**src/sge_pkg.sv**
```systemverilog
`default_nettype none

package sge_pkg;

    // frame geometry
    localparam int MAX_WIDTH = 2048;
    localparam int COL_W     = $clog2(MAX_WIDTH);
    localparam int ROW_W     = 12;
    localparam int PIX_W     = 8;
    localparam int ENERGY_W  = 11;
    localparam int CFG_W     = 12;
    localparam int CFG_IDX_W = 2;

    // configuration register indexes
    localparam logic [CFG_IDX_W-1:0] REG_IMAGE_WIDTH  = CFG_IDX_W'(0);
    localparam logic [CFG_IDX_W-1:0] REG_IMAGE_HEIGHT = CFG_IDX_W'(1);

    // reset values and limits of the config registers
    localparam logic [CFG_W-1:0] RESET_WIDTH  = CFG_W'(640);
    localparam logic [CFG_W-1:0] RESET_HEIGHT = CFG_W'(480);
    localparam logic [CFG_W-1:0] MIN_SIZE     = CFG_W'(3);
    localparam logic [CFG_W-1:0] MAX_WIDTH_CFG = CFG_W'(MAX_WIDTH);

    localparam logic [ENERGY_W-1:0] BORDER_ENERGY = ENERGY_W'(255);

    // result slots released by one pixel, in emission order
    localparam int N_EMIT      = 4;
    localparam int EMIT_MAIN   = 0;
    localparam int EMIT_RIGHT  = 1;
    localparam int EMIT_BOTTOM = 2;
    localparam int EMIT_CORNER = 3;

    // one pixel's worth of pending results
    typedef struct packed {
        logic [N_EMIT-1:0]   mask;
        logic [ENERGY_W-1:0] energy;
        logic [ROW_W-1:0]    row;
        logic [COL_W-1:0]    col;
    } t_emit;

endpackage

`default_nettype wire

```
**src/sge_window.sv**
```systemverilog
`default_nettype none

module sge_window (
    input  wire logic                         i_clk,
    input  wire logic                         i_rst_n,
    input  wire logic                         i_shift,
    input  wire logic [sge_pkg::PIX_W-1:0]    i_top,
    input  wire logic [sge_pkg::PIX_W-1:0]    i_mid,
    input  wire logic [sge_pkg::PIX_W-1:0]    i_bot,
    output logic      [sge_pkg::ENERGY_W-1:0] o_energy
);

    logic [sge_pkg::PIX_W-1:0] r_win [9];
    logic [sge_pkg::PIX_W-1:0] n_win [9];
    logic [9:0] w_left, w_right, w_upper, w_lower;
    logic [9:0] w_gx, w_gy;

    // shift the 3x3 window left and take in the new column
    always_comb begin
        n_win[0] = r_win[1];
        n_win[1] = r_win[2];
        n_win[2] = i_top;
        n_win[3] = r_win[4];
        n_win[4] = r_win[5];
        n_win[5] = i_mid;
        n_win[6] = r_win[7];
        n_win[7] = r_win[8];
        n_win[8] = i_bot;
    end

    always_ff @(posedge i_clk) begin
        if (!i_rst_n) begin
            for (int i = 0; i < 9; i++) begin
                r_win[i] <= '0;
            end
        end else if (i_shift) begin
            r_win <= n_win;
        end
    end

    // sobel sums on the window that includes the new column
    always_comb begin
        w_left  = {2'b00, n_win[0]} + {1'b0, n_win[3], 1'b0} + {2'b00, n_win[6]};
        w_right = {2'b00, n_win[2]} + {1'b0, n_win[5], 1'b0} + {2'b00, n_win[8]};
        w_upper = {2'b00, n_win[0]} + {1'b0, n_win[1], 1'b0} + {2'b00, n_win[2]};
        w_lower = {2'b00, n_win[6]} + {1'b0, n_win[7], 1'b0} + {2'b00, n_win[8]};
        w_gx    = (w_left >= w_right) ? (w_left - w_right) : (w_right - w_left);
        w_gy    = (w_upper >= w_lower) ? (w_upper - w_lower) : (w_lower - w_upper);
    end

    assign o_energy = {1'b0, w_gx} + {1'b0, w_gy};

endmodule

`default_nettype wire

```
**config.mk**
```make
export PLATFORM = sky130hd
export DESIGN_NAME = sge_window
export DESIGN_NICKNAME = d
export VERILOG_FILES = /design/src/sge_pkg.sv /design/src/sge_window.sv
export SDC_FILE = /design/constraint.sdc
export NUM_CORES = 1
export LEC_CHECK = 0
export BUFFER_PORTS_ARGS = -buffer_cell sky130_fd_sc_hd__buf_2
export CAP_MARGIN = 25
export CORE_UTILIZATION = 25
export CTS_BUF_LIST = sky130_fd_sc_hd__clkbuf_2
export DETAILED_ROUTE_END_ITERATION = 12
export GPL_ROUTABILITY_DRIVEN = 0
export SKIP_CTS_REPAIR_TIMING = 1
export SLEW_MARGIN = 30
export SYNTH_ARGS = -nofsm -noshare
export SYNTH_HDL_FRONTEND = slang
export SYNTH_SLANG_ARGS = --single-unit
export TNS_END_PERCENT = 30
```
**constraint.sdc**
```tcl
create_clock -name i_clk -period 15 [get_ports i_clk]
set_input_delay 1.5 -clock i_clk [delete_from_list [all_inputs] [get_ports i_clk]]
set_output_delay 1.5 -clock i_clk [all_outputs]
set_load 0.1 [all_outputs]
```
==> impl_metrics.py <==
metrics = {
    "synth": {
        "synthArstFlopShare_pct": 0,
        "synth_area_sq_um": 5780,
        "yosysSeqAreaShare_pct": 16.6,
        "synthTopCellsByArea": "ha_1, dfxtp_1, fa_1, mux2i_1, nor2b_1",
        "synth_edf_count": 0,
        "ys_warn_count": 0,
        "ys.flop_type": "dfxtp_1",
        "synth_cells": 635,
        "synth_top_area_share_pct": 18.2,
        "synth_area_leader_cell": "ha_1",
        "synth-seq-cells": 48,
        "synth_area_per_cell_sq_um": 9.10,
        "yosys-top-cells-count": "ha_1, inv_1, mux2i_1, nor2b_1, a21oi_1",
        "yosysMostFrequentCell": "ha_1",
        "syn_nets": 783,
        "synth_cell_types": 49,
    },
    "sta": {
        "finalClockSkew_ns": 0.0296,
        "slew_headroom_pct": 45.8,
        "rsz0062_at_grt": "no",
        "worst-slew-pin-transition_ns": 0.814,
        "fin_crit_ns": 8.77,
        "timing.final.crit_share_pct": 58.4,
        "setup_viol": 0,
        "slew_viol_final": 0,
        "setup_tns_ns": 0,
        "fmax_mhz": 114,
        "final_hold_viol_count": 0,
        "fin_ws_ns": 6.23,
        "whs_ns": 0.540,
    },
    "drt": {
        "drc": 0,
        "ant_nets": 0,
        "vias": 4216,
        "first_pass_iters": 4,
        "drt_iter0_drc": 135,
        "wirelength_microns": 12800,
        "avgRoutedWirePerCell_microns": 13.5,
        "via_per_inst": 4.47,
    },
    "critical_path": {
        "cp_slowest_cell": "fa_1",
        "worst-path-max-fanout": 9,
        "endpoint_kind": "output port",
        "worst_ep_required_time_ns": 13.50,
        "critical_path_class": "in2out",
        "cp.arrival_ns": 7.27,
        "slowest_delay_ns": 0.53,
        "crit_top_cell": "o21ai_0",
        "worst_setup_path_start_kind": "input pin",
    },
    "global_routing": {
        "grt_overflow_total": 0,
        "grt_usage_pct": 10.9,
        "grt_max_degree": 49,
        "antenna_found_initial": 0,
        "grt_pass1_wl_microns": 21100,
        "grt_pass1_vias": 4172,
    },
    "cells_and_area": {
        "largest_reg_flops": 48,
        "drive_gt1_share_pct": 8.19,
        "multiInputGateArea_sq_um": 4400,
        "nFillCells": 2400,
        "diodes": 0,
        "fin_util_pct": 27.5,
        "regArea_sq_um": 961,
        "nets": 806,
        "syn_to_final_growth_pct": 7.88,
    },
    "die": {
        "die_w_microns": 154,
        "io_pins": 38,
        "start_util_pct": 25.5,
        "die_h_microns": 154,
        "rows": 55,
        "core_sq_um": 22600,
        "fp.dieArea_sq_um": 23700,
    },
    "clock_tree": {
        "htreeDepth": 2,
        "cts_buffers": 5,
        "clockBufferDepth": 2,
        "clk_latency_ns": 0.43,
        "root_buffer": "clkbuf_2",
        "cts.clk_slew.worst_paths_ns": 0.23,
        "cts_tree": "built",
        "cts_sinks": 48,
    },
    "placement": {
        "hpwl_microns": 10900,
        "numPortBuffers": 37,
        "place_ws_ns": 6.10,
    },
    "hold_path": {
        "hp-class": "reg2reg",
    },
    "status": {
        "status": "completed",
    },
    "run": {
        "cap_violations": 0,
    },
}
==> path summary, 6_finish.rpt <==
kind / slack (ns) / cells after the start / from / to
min: 0.54 / 2 / n_win[34] / n_win[34]
max reg2reg: 14.27 / 2 / n_win[57] / n_win[65]
min reg2reg: 0.54 / 2 / n_win[34] / n_win[34]
max: 6.23 / 26 / i_top[1] / o_energy[10]
==> per-layer routing <==
metal,global-route usage [%],up-vias,wire (microns)
met5,0,-,0
met2,17.4,80,5670
met3,2.06,6,540
met1,15.5,1941,6430
met4,1.76,0,123
li1,-,2189,-
==> through the flow <==
stage               instances  area (sq um)
floorplan                 635          5780
global placement          936          6190
detailed placement        936          6190
CTS                       944          6230
global route              944          6230
finish                    944          6230
==> layout by cell type (no fill, tap or decap), drive strengths merged, types with 13 or more instances in the layout <==
master | netlist | final
a21o | 22 | 22
a21oi | 50 | 50
buf | 15 | 38
dfxtp | 48 | 48
fa | 37 | 37
ha | 84 | 84
inv | 76 | 76
mux2i | 63 | 63
nand2 | 21 | 21
nor2 | 13 | 13
nor2b | 54 | 54
o21ai | 24 | 24
xnor2 | 33 | 33
xor2 | 20 | 20
==> worst max-delay path: cells and delay by family <==
family          cells  cell delay (ns)
buf+inv             5             0.71
xor+xnor            1             0.23
fa+ha+maj           5             1.93
simple gates        2             0.20
compound gates     12             2.39
mux                 1             0.30
==> area by class of cell <==
class / instances / area share [%]
tap: 285 / 5.72
timing repair buffer: 38 / 3.09
clock inverter: 2 / 0.181
inverter: 76 / 4.58
clock buffer: 6 / 0.482
sequential: 48 / 15.4
multi-input combinational: 489 / 70.5
==> cell families (layout without fill, tap and decap cells) <==
kind of cell | count (synthesis) | after routing | synth area share [%]
adders and majority gates | 121 | 121 | 31.0
xor gates and xnor gates | 53 | 53 | 8.03
and+or+nand+nor | 118 | 118 | 11.4
AOI/OAI and AO/OA | 132 | 132 | 14.2
DFF | 48 | 48 | 16.6
buffers and inverters | 98 | 122 | 7.34
muxes | 65 | 65 | 11.4
Power is left out: the tool's default activity adds up to more than one toggle a clock period on the data nets, which glitch-free logic cannot reach.
