$ cat config.mk
export PLATFORM = sky130hd
export DESIGN_NAME = sge_emitter
export DESIGN_NICKNAME = d
export VERILOG_FILES = /design/src/sge_pkg.sv /design/src/sge_emitter.sv
export SDC_FILE = /design/constraint.sdc
export NUM_CORES = 1
export LEC_CHECK = 0
export BUFFER_PORTS_ARGS = -buffer_cell sky130_fd_sc_hd__buf_2
export CAP_MARGIN = 15
export CORE_ASPECT_RATIO = 0.6
export CORE_MARGIN = 3
export CORE_UTILIZATION = 55
export CTS_CLUSTER_SIZE = 8
export DETAILED_ROUTE_END_ITERATION = 16
export GPL_TIMING_DRIVEN = 0
export HOLD_SLACK_MARGIN = 0.15
export PLACE_DENSITY = 0.84
export REMOVE_ABC_BUFFERS = 1
export SLEW_MARGIN = 20
export SYNTH_ARGS = -nofsm -noshare
export SYNTH_HDL_FRONTEND = slang
export SYNTH_SLANG_ARGS = --single-unit
export TNS_END_PERCENT = 5
$ cat constraint.sdc
create_clock -name i_clk -period 3.97 [get_ports i_clk]
set_input_delay 0.1985 -clock i_clk [delete_from_list [all_inputs] [get_ports i_clk]]
set_output_delay 0.1985 -clock i_clk [all_outputs]
set_load 0.02 [all_outputs]
$ cat src/sge_pkg.sv
`default_nettype none

package sge_pkg;

    // frame geometry
    localparam int MAX_WIDTH = 2048;
    localparam int COL_W     = $clog2(MAX_WIDTH);
    localparam int ROW_W     = 12;
    localparam int PIX_W     = 8;
    localparam int ENERGY_W  = 11;
    localparam int CFG_W     = 12;
    localparam int CFG_IDX_W = 2;

    // configuration register indexes
    localparam logic [CFG_IDX_W-1:0] REG_IMAGE_WIDTH  = CFG_IDX_W'(0);
    localparam logic [CFG_IDX_W-1:0] REG_IMAGE_HEIGHT = CFG_IDX_W'(1);

    // reset values and limits of the config registers
    localparam logic [CFG_W-1:0] RESET_WIDTH  = CFG_W'(640);
    localparam logic [CFG_W-1:0] RESET_HEIGHT = CFG_W'(480);
    localparam logic [CFG_W-1:0] MIN_SIZE     = CFG_W'(3);
    localparam logic [CFG_W-1:0] MAX_WIDTH_CFG = CFG_W'(MAX_WIDTH);

    localparam logic [ENERGY_W-1:0] BORDER_ENERGY = ENERGY_W'(255);

    // result slots released by one pixel, in emission order
    localparam int N_EMIT      = 4;
    localparam int EMIT_MAIN   = 0;
    localparam int EMIT_RIGHT  = 1;
    localparam int EMIT_BOTTOM = 2;
    localparam int EMIT_CORNER = 3;

    // one pixel's worth of pending results
    typedef struct packed {
        logic [N_EMIT-1:0]   mask;
        logic [ENERGY_W-1:0] energy;
        logic [ROW_W-1:0]    row;
        logic [COL_W-1:0]    col;
    } t_emit;

endpackage

`default_nettype wire

$ cat src/sge_emitter.sv
`default_nettype none

module sge_emitter (
    input  wire logic                         i_clk,
    input  wire logic                         i_rst_n,
    input  wire logic                         i_load,
    input  wire sge_pkg::t_emit               i_item,
    output logic                              o_can_load,
    output logic                              o_res_valid,
    input  wire logic                         i_res_ready,
    output logic      [sge_pkg::ENERGY_W-1:0] o_energy,
    output logic      [sge_pkg::ROW_W-1:0]    o_row,
    output logic      [sge_pkg::COL_W-1:0]    o_column,
    output logic                              o_last_of_run,
    output logic                              o_end_of_frame
);

    sge_pkg::t_emit r_pend;
    logic [sge_pkg::N_EMIT-1:0]   w_rest;
    logic                         w_pop;
    logic [sge_pkg::ENERGY_W-1:0] w_energy;
    logic [sge_pkg::ROW_W-1:0]    w_row;
    logic [sge_pkg::COL_W-1:0]    w_col;
    logic                         w_eof;

    // pop the lowest pending slot whenever the output register frees up
    assign w_rest     = r_pend.mask & (r_pend.mask - sge_pkg::N_EMIT'(1));
    assign w_pop      = (|r_pend.mask) && (!o_res_valid || i_res_ready);
    assign o_can_load = (r_pend.mask == '0) || (w_pop && (w_rest == '0));

    // fields of the slot being popped
    always_comb begin
        w_energy = sge_pkg::BORDER_ENERGY;
        w_row    = r_pend.row;
        w_col    = r_pend.col;
        w_eof    = 1'b0;
        priority if (r_pend.mask[sge_pkg::EMIT_MAIN]) begin
            w_energy = r_pend.energy;
            w_row    = r_pend.row - sge_pkg::ROW_W'(1);
            w_col    = r_pend.col - sge_pkg::COL_W'(1);
        end else if (r_pend.mask[sge_pkg::EMIT_RIGHT]) begin
            w_row    = r_pend.row - sge_pkg::ROW_W'(1);
        end else if (r_pend.mask[sge_pkg::EMIT_BOTTOM]) begin
            w_col    = r_pend.col - sge_pkg::COL_W'(1);
        end else begin
            w_eof    = 1'b1;
        end
    end

    // pending slots of the current pixel
    always_ff @(posedge i_clk) begin
        if (i_load) begin
            r_pend.energy <= i_item.energy;
            r_pend.row    <= i_item.row;
            r_pend.col    <= i_item.col;
        end
        if (!i_rst_n) begin
            r_pend.mask <= '0;
        end else if (i_load) begin
            r_pend.mask <= i_item.mask;
        end else if (w_pop) begin
            r_pend.mask <= w_rest;
        end
    end

    // output register, one result beat per cycle unless stalled
    always_ff @(posedge i_clk) begin
        if (!i_rst_n) begin
            o_res_valid <= 1'b0;
        end else if (w_pop) begin
            o_res_valid <= 1'b1;
        end else if (i_res_ready) begin
            o_res_valid <= 1'b0;
        end
    end

    always_ff @(posedge i_clk) begin
        if (w_pop) begin
            o_energy       <= w_energy;
            o_row          <= w_row;
            o_column       <= w_col;
            o_last_of_run  <= (w_rest == '0);
            o_end_of_frame <= w_eof;
        end
    end

endmodule

`default_nettype wire

==> qor_table.md <==
| Item | Value | Unit |
| --- | --- | --- |
| Max cap viols | 0 | - |
| Final critical delay including setup and external delays | 2.25 | ns |
| Internal power | 1.39 | mW |
| Detail Placement HPWL | 3.36 | mm |
| Post-layout worst setup margin | 1.72 | ns |
| Synthesis Warnings | 0 | - |
| Layout Area Growth over Synthesis | 37.1 | % |
| Antenna violations before repair | 0 | - |
| Number of cells in the finished layout apart from fillers | 369 | - |
| Register area share after synthesis | 76.9 | % |
| Pre-CTS setup slack | 1.80 | ns |
| TritonCTS clock tree | done | - |
| Netlist Area Pre-Place | 2860 | µm² |
| CTS Buf Count | 9 | - |
| Number of I/O port buffers | 79 | - |
| Largest driver fanout on the critical path | 23 | - |
| Met2 usage in global routing | 37.5 | % |
| Number of synthesized register bits | 75 | - |
| Area of all sequential standard cells | 2200 | µm² |
| Number of global-route vias before repair | 1910 | - |
| Antenna violation net count after detailed routing | 0 | - |
| Critical Path Start Type | register | - |
| Mean routed wirelength per cell | 15.7 | µm |
| Die Y-Extent | 61.9 | µm |
| Total Neg Setup Slack | 0 | ns |
| Pins over their slew limit | 0 | - |
| Count of buffers added by post-CTS timing repair for setup | 0 | - |
| Cells along the critical path | or3_1 > nor2_1 > nor2_4 > buf_16 | - |
| Clk Tree Root Cell | sky130_fd_sc_hd__clkbuf_8 | - |
| Worst Setup End Kind | register | - |
| Most frequent cells in the layout | 79 x sky130_fd_sc_hd__buf_2, 70 x sky130_fd_sc_hd__edfxtp_1, 36 x sky130_fd_sc_hd__dlygate4sd3_1 | - |
| First-pass iteration count of the detailed router | 4 | - |
| Share of final-layout standard cells stronger than drive strength 1 | 32.4 | % |
| Most area-consuming cells after synthesis | sky130_fd_sc_hd__edfxtp_1 73%, sky130_fd_sc_hd__xor2_1 4.0%, sky130_fd_sc_hd__dfxtp_1 3.5%, sky130_fd_sc_hd__o21ai_0 1.9%, sky130_fd_sc_hd__nand2b_1 1.7% | - |
| Number of top-level design ports | 80 | - |
| Wire length of the first global-routing pass | 9.05 | mm |
| Met1 Use GR | 22.1 | % |
| Mapped Cells | 178 | - |
| Area leader, netlist | sky130_fd_sc_hd__edfxtp_1 | - |
| Logic pwr share | 11.4 | % |
| Predominant post-synthesis flop cell | sky130_fd_sc_hd__edfxtp_1 | - |
| Critical path data arrival time | 2.30 | ns |
| Count of flip-flops with a built-in enable after synthesis | 70 | - |
| Effective utilization at floorplan | 59.6 | % |
| Sum of overflow across all layers after global routing | 0 | - |
| Maximum clock skew at final layout | 0.00574 | ns |
| Count of fill cells added during filler insertion | 254 | - |
| Mean instance size in the synthesized netlist | 16.1 | µm² |
| Status | complete, no violations | - |
| Global router's overall resource usage | 20.3 | % |
| Cells after DPL | 317 | - |
| Maximum count of clock buffers along a single path | 2 | - |
| Crit path largest cell delay | 0.83 | ns |
| Routability cong. | 0.829 | - |
| Lkg Pwr | 1.53 | nW |
| Class of the tightest hold or removal check | input port to register | - |
| Post-synth ARST share | 0 | % |
| Slew margin rel. | 42.2 | % |
| Global-route met3 utilization | 6.80 | % |
| Endpoint required time on the critical path | 4.02 | ns |
| Number of diodes | 0 | - |
| H-Tree Depth | 3 | - |
| Multi-input gate area in the final layout | 636 | µm² |
| Placement row count | 19 | - |
| Peak clock frequency supported by timing | 444 | MHz |
| Via Count | 1879 | - |
| Number of endpoints with negative hold slack in the final report | 0 | - |
| Cell type of the slowest stage on the worst timing path | sky130_fd_sc_hd__dfxtp_1 | - |
| Worst IR Drop VDD | 0.000389 | V |
| RSZ-0062 raised after global routing | false | - |
| Die X-Extent | 99.2 | µm |
| Cells on Worst Hold Path | 4 | - |
| Net switching power of the design | 408 | µW |
| Path type of the worst setup path | register to register | - |
| Count of cell types in the netlist | 30 | - |
| Clock latency on the worst-skew pair | 0.34 | ns |
| Most used routing layer in global routing | met2 | - |
| Most common cell after layout, fill and taps aside | sky130_fd_sc_hd__buf_2 | - |
| Yosys top cell area share | 73.4 | % |
| Number of endpoints failing setup at the final stage | 0 | - |
| Reg2Reg Depth | 4 | - |
| Initial detailed-routing violation count | 64 | - |
| Clock transition at the register clock pins on the worst setup and hold paths after CTS | 0.07 | ns |
| Part of the power in registers | 54.6 | % |
| Final worst path period share | 56.7 | % |
| Cell area power density | 457 | nW/µm² |
| Number of clock sinks seen by CTS | 75 | - |
| Maximum number of pins on one net before global-route repair | 43 | - |
| Average vias per placed instance | 5.09 | - |
| Count of unresolved DRC violations after routing | 0 | - |
| Die Footprint | 6140 | µm² |
| Switching share of total power | 22.7 | % |
| Layout net count | 345 | - |
| Core box area | 4800 | µm² |
| Clock network power share | 34.0 | % |
| Slew at the pin with the worst max-slew slack | 0.866 | ns |
| Wire length after detailed routing | 5.78 | mm |
-- logic make-up (layout without fill, tap and decap cells) --
kind of cell | Yosys count | count (layout) | share of synthesized area [%]
buffers and inverters | 9 | 137 | 1.18
AOI/OAI and AO/OA | 19 | 19 | 4.19
and+or+nand+nor | 53 | 53 | 10.7
xor gates and xnor gates | 18 | 18 | 5.50
adders and majority gates | 4 | 4 | 1.57
DFF | 75 | 75 | 76.9
-- cells in the mapped netlist, types with 4 or more instances --
cell	n
sky130_fd_sc_hd__and2_1	6
sky130_fd_sc_hd__clkbuf_1	4
sky130_fd_sc_hd__dfxtp_1	5
sky130_fd_sc_hd__edfxtp_1	70
sky130_fd_sc_hd__inv_1	5
sky130_fd_sc_hd__nand2_1	9
sky130_fd_sc_hd__nand2b_1	8
sky130_fd_sc_hd__nor2_1	11
sky130_fd_sc_hd__nor3_1	5
sky130_fd_sc_hd__o21ai_0	11
sky130_fd_sc_hd__xnor2_1	5
sky130_fd_sc_hd__xor2_1	13
-- sequential cells by signal, summed over array words and instances, names as in the netlist --
register,flops
o_column,11
o_end_of_frame,1
o_row,12
o_res_valid,1
o_last_of_run,1
r_pend,38
o_energy,11
-- timing repair --
action | CTS | global route
setup endpoints to repair | 0 | 0
gates resized for setup | 0 | 0
hold endpoints to repair | 39 | 0
hold buffers | 36 | 0
-- layout make-up --
cell class | count | share of cell area (%)
Clock buffer | 11 | 3.35
Clock inverter | 5 | 1.98
Inverter | 5 | 0.478
Multi-Input combinational cell | 94 | 16.2
Sequential cell | 75 | 56.1
Tap cell | 63 | 2.01
Timing Repair Buffer | 116 | 19.9
-- worst max-delay path: cells and delay by family, from the launching register on --
| kind | cells | cell delay, ns |
|---|---|---|
| flip-flops | 1 | 0.83 |
| buffers and inverters | 1 | 0.23 |
| AND/OR/NAND/NOR | 3 | 0.89 |
-- power groups by stage --
stage | registers, mW | clock network (mW) | logic, mW
3_5_place_dp | 0.994 | 0 | 0.175
5_1_grt | 0.986 | 0.658 | 0.222
2_1_floorplan | 1.03 | 0 | 0.0510
4_1_cts | 0.977 | 0.617 | 0.203
3_3_place_gp | 0.993 | 0 | 0.161
6_report | 0.980 | 0.611 | 0.205
-- per-stage QoR --
stage / hold WS (ns) / utilization (%) / cell area [µm²] / total power, mW
floorplan: 0.297 / - / 2850 / 1.09
global placement: 0.375 / 69.2 / 3320 / 1.15
detailed placement: 0.377 / 69.9 / 3360 / 1.17
CTS: 0.154 / 81.8 / 3930 / 1.80
global route: 0.191 / 81.8 / 3930 / 1.87
finish: 0.187 / 81.8 / 3930 / 1.80
-- metal layers --
layer / up-vias / share of wire [%]
met5: - / 0
met4: 0 / 1.5
met3: 10 / 5.9
met2: 76 / 55
met1: 888 / 38
li1: 905 / -
-- path summary, 6_finish.rpt --
kind | from | end | slack, ns
hold reg to reg | r_pend[29] | o_energy[6] | 0.50
setup reg to reg | r_pend[34] | o_energy[5] | 1.72
hold / removal | i_item[36] | r_pend[36] | 0.19
setup / recovery | r_pend[34] | o_energy[5] | 1.72
Power figures use the tool's default switching activity.
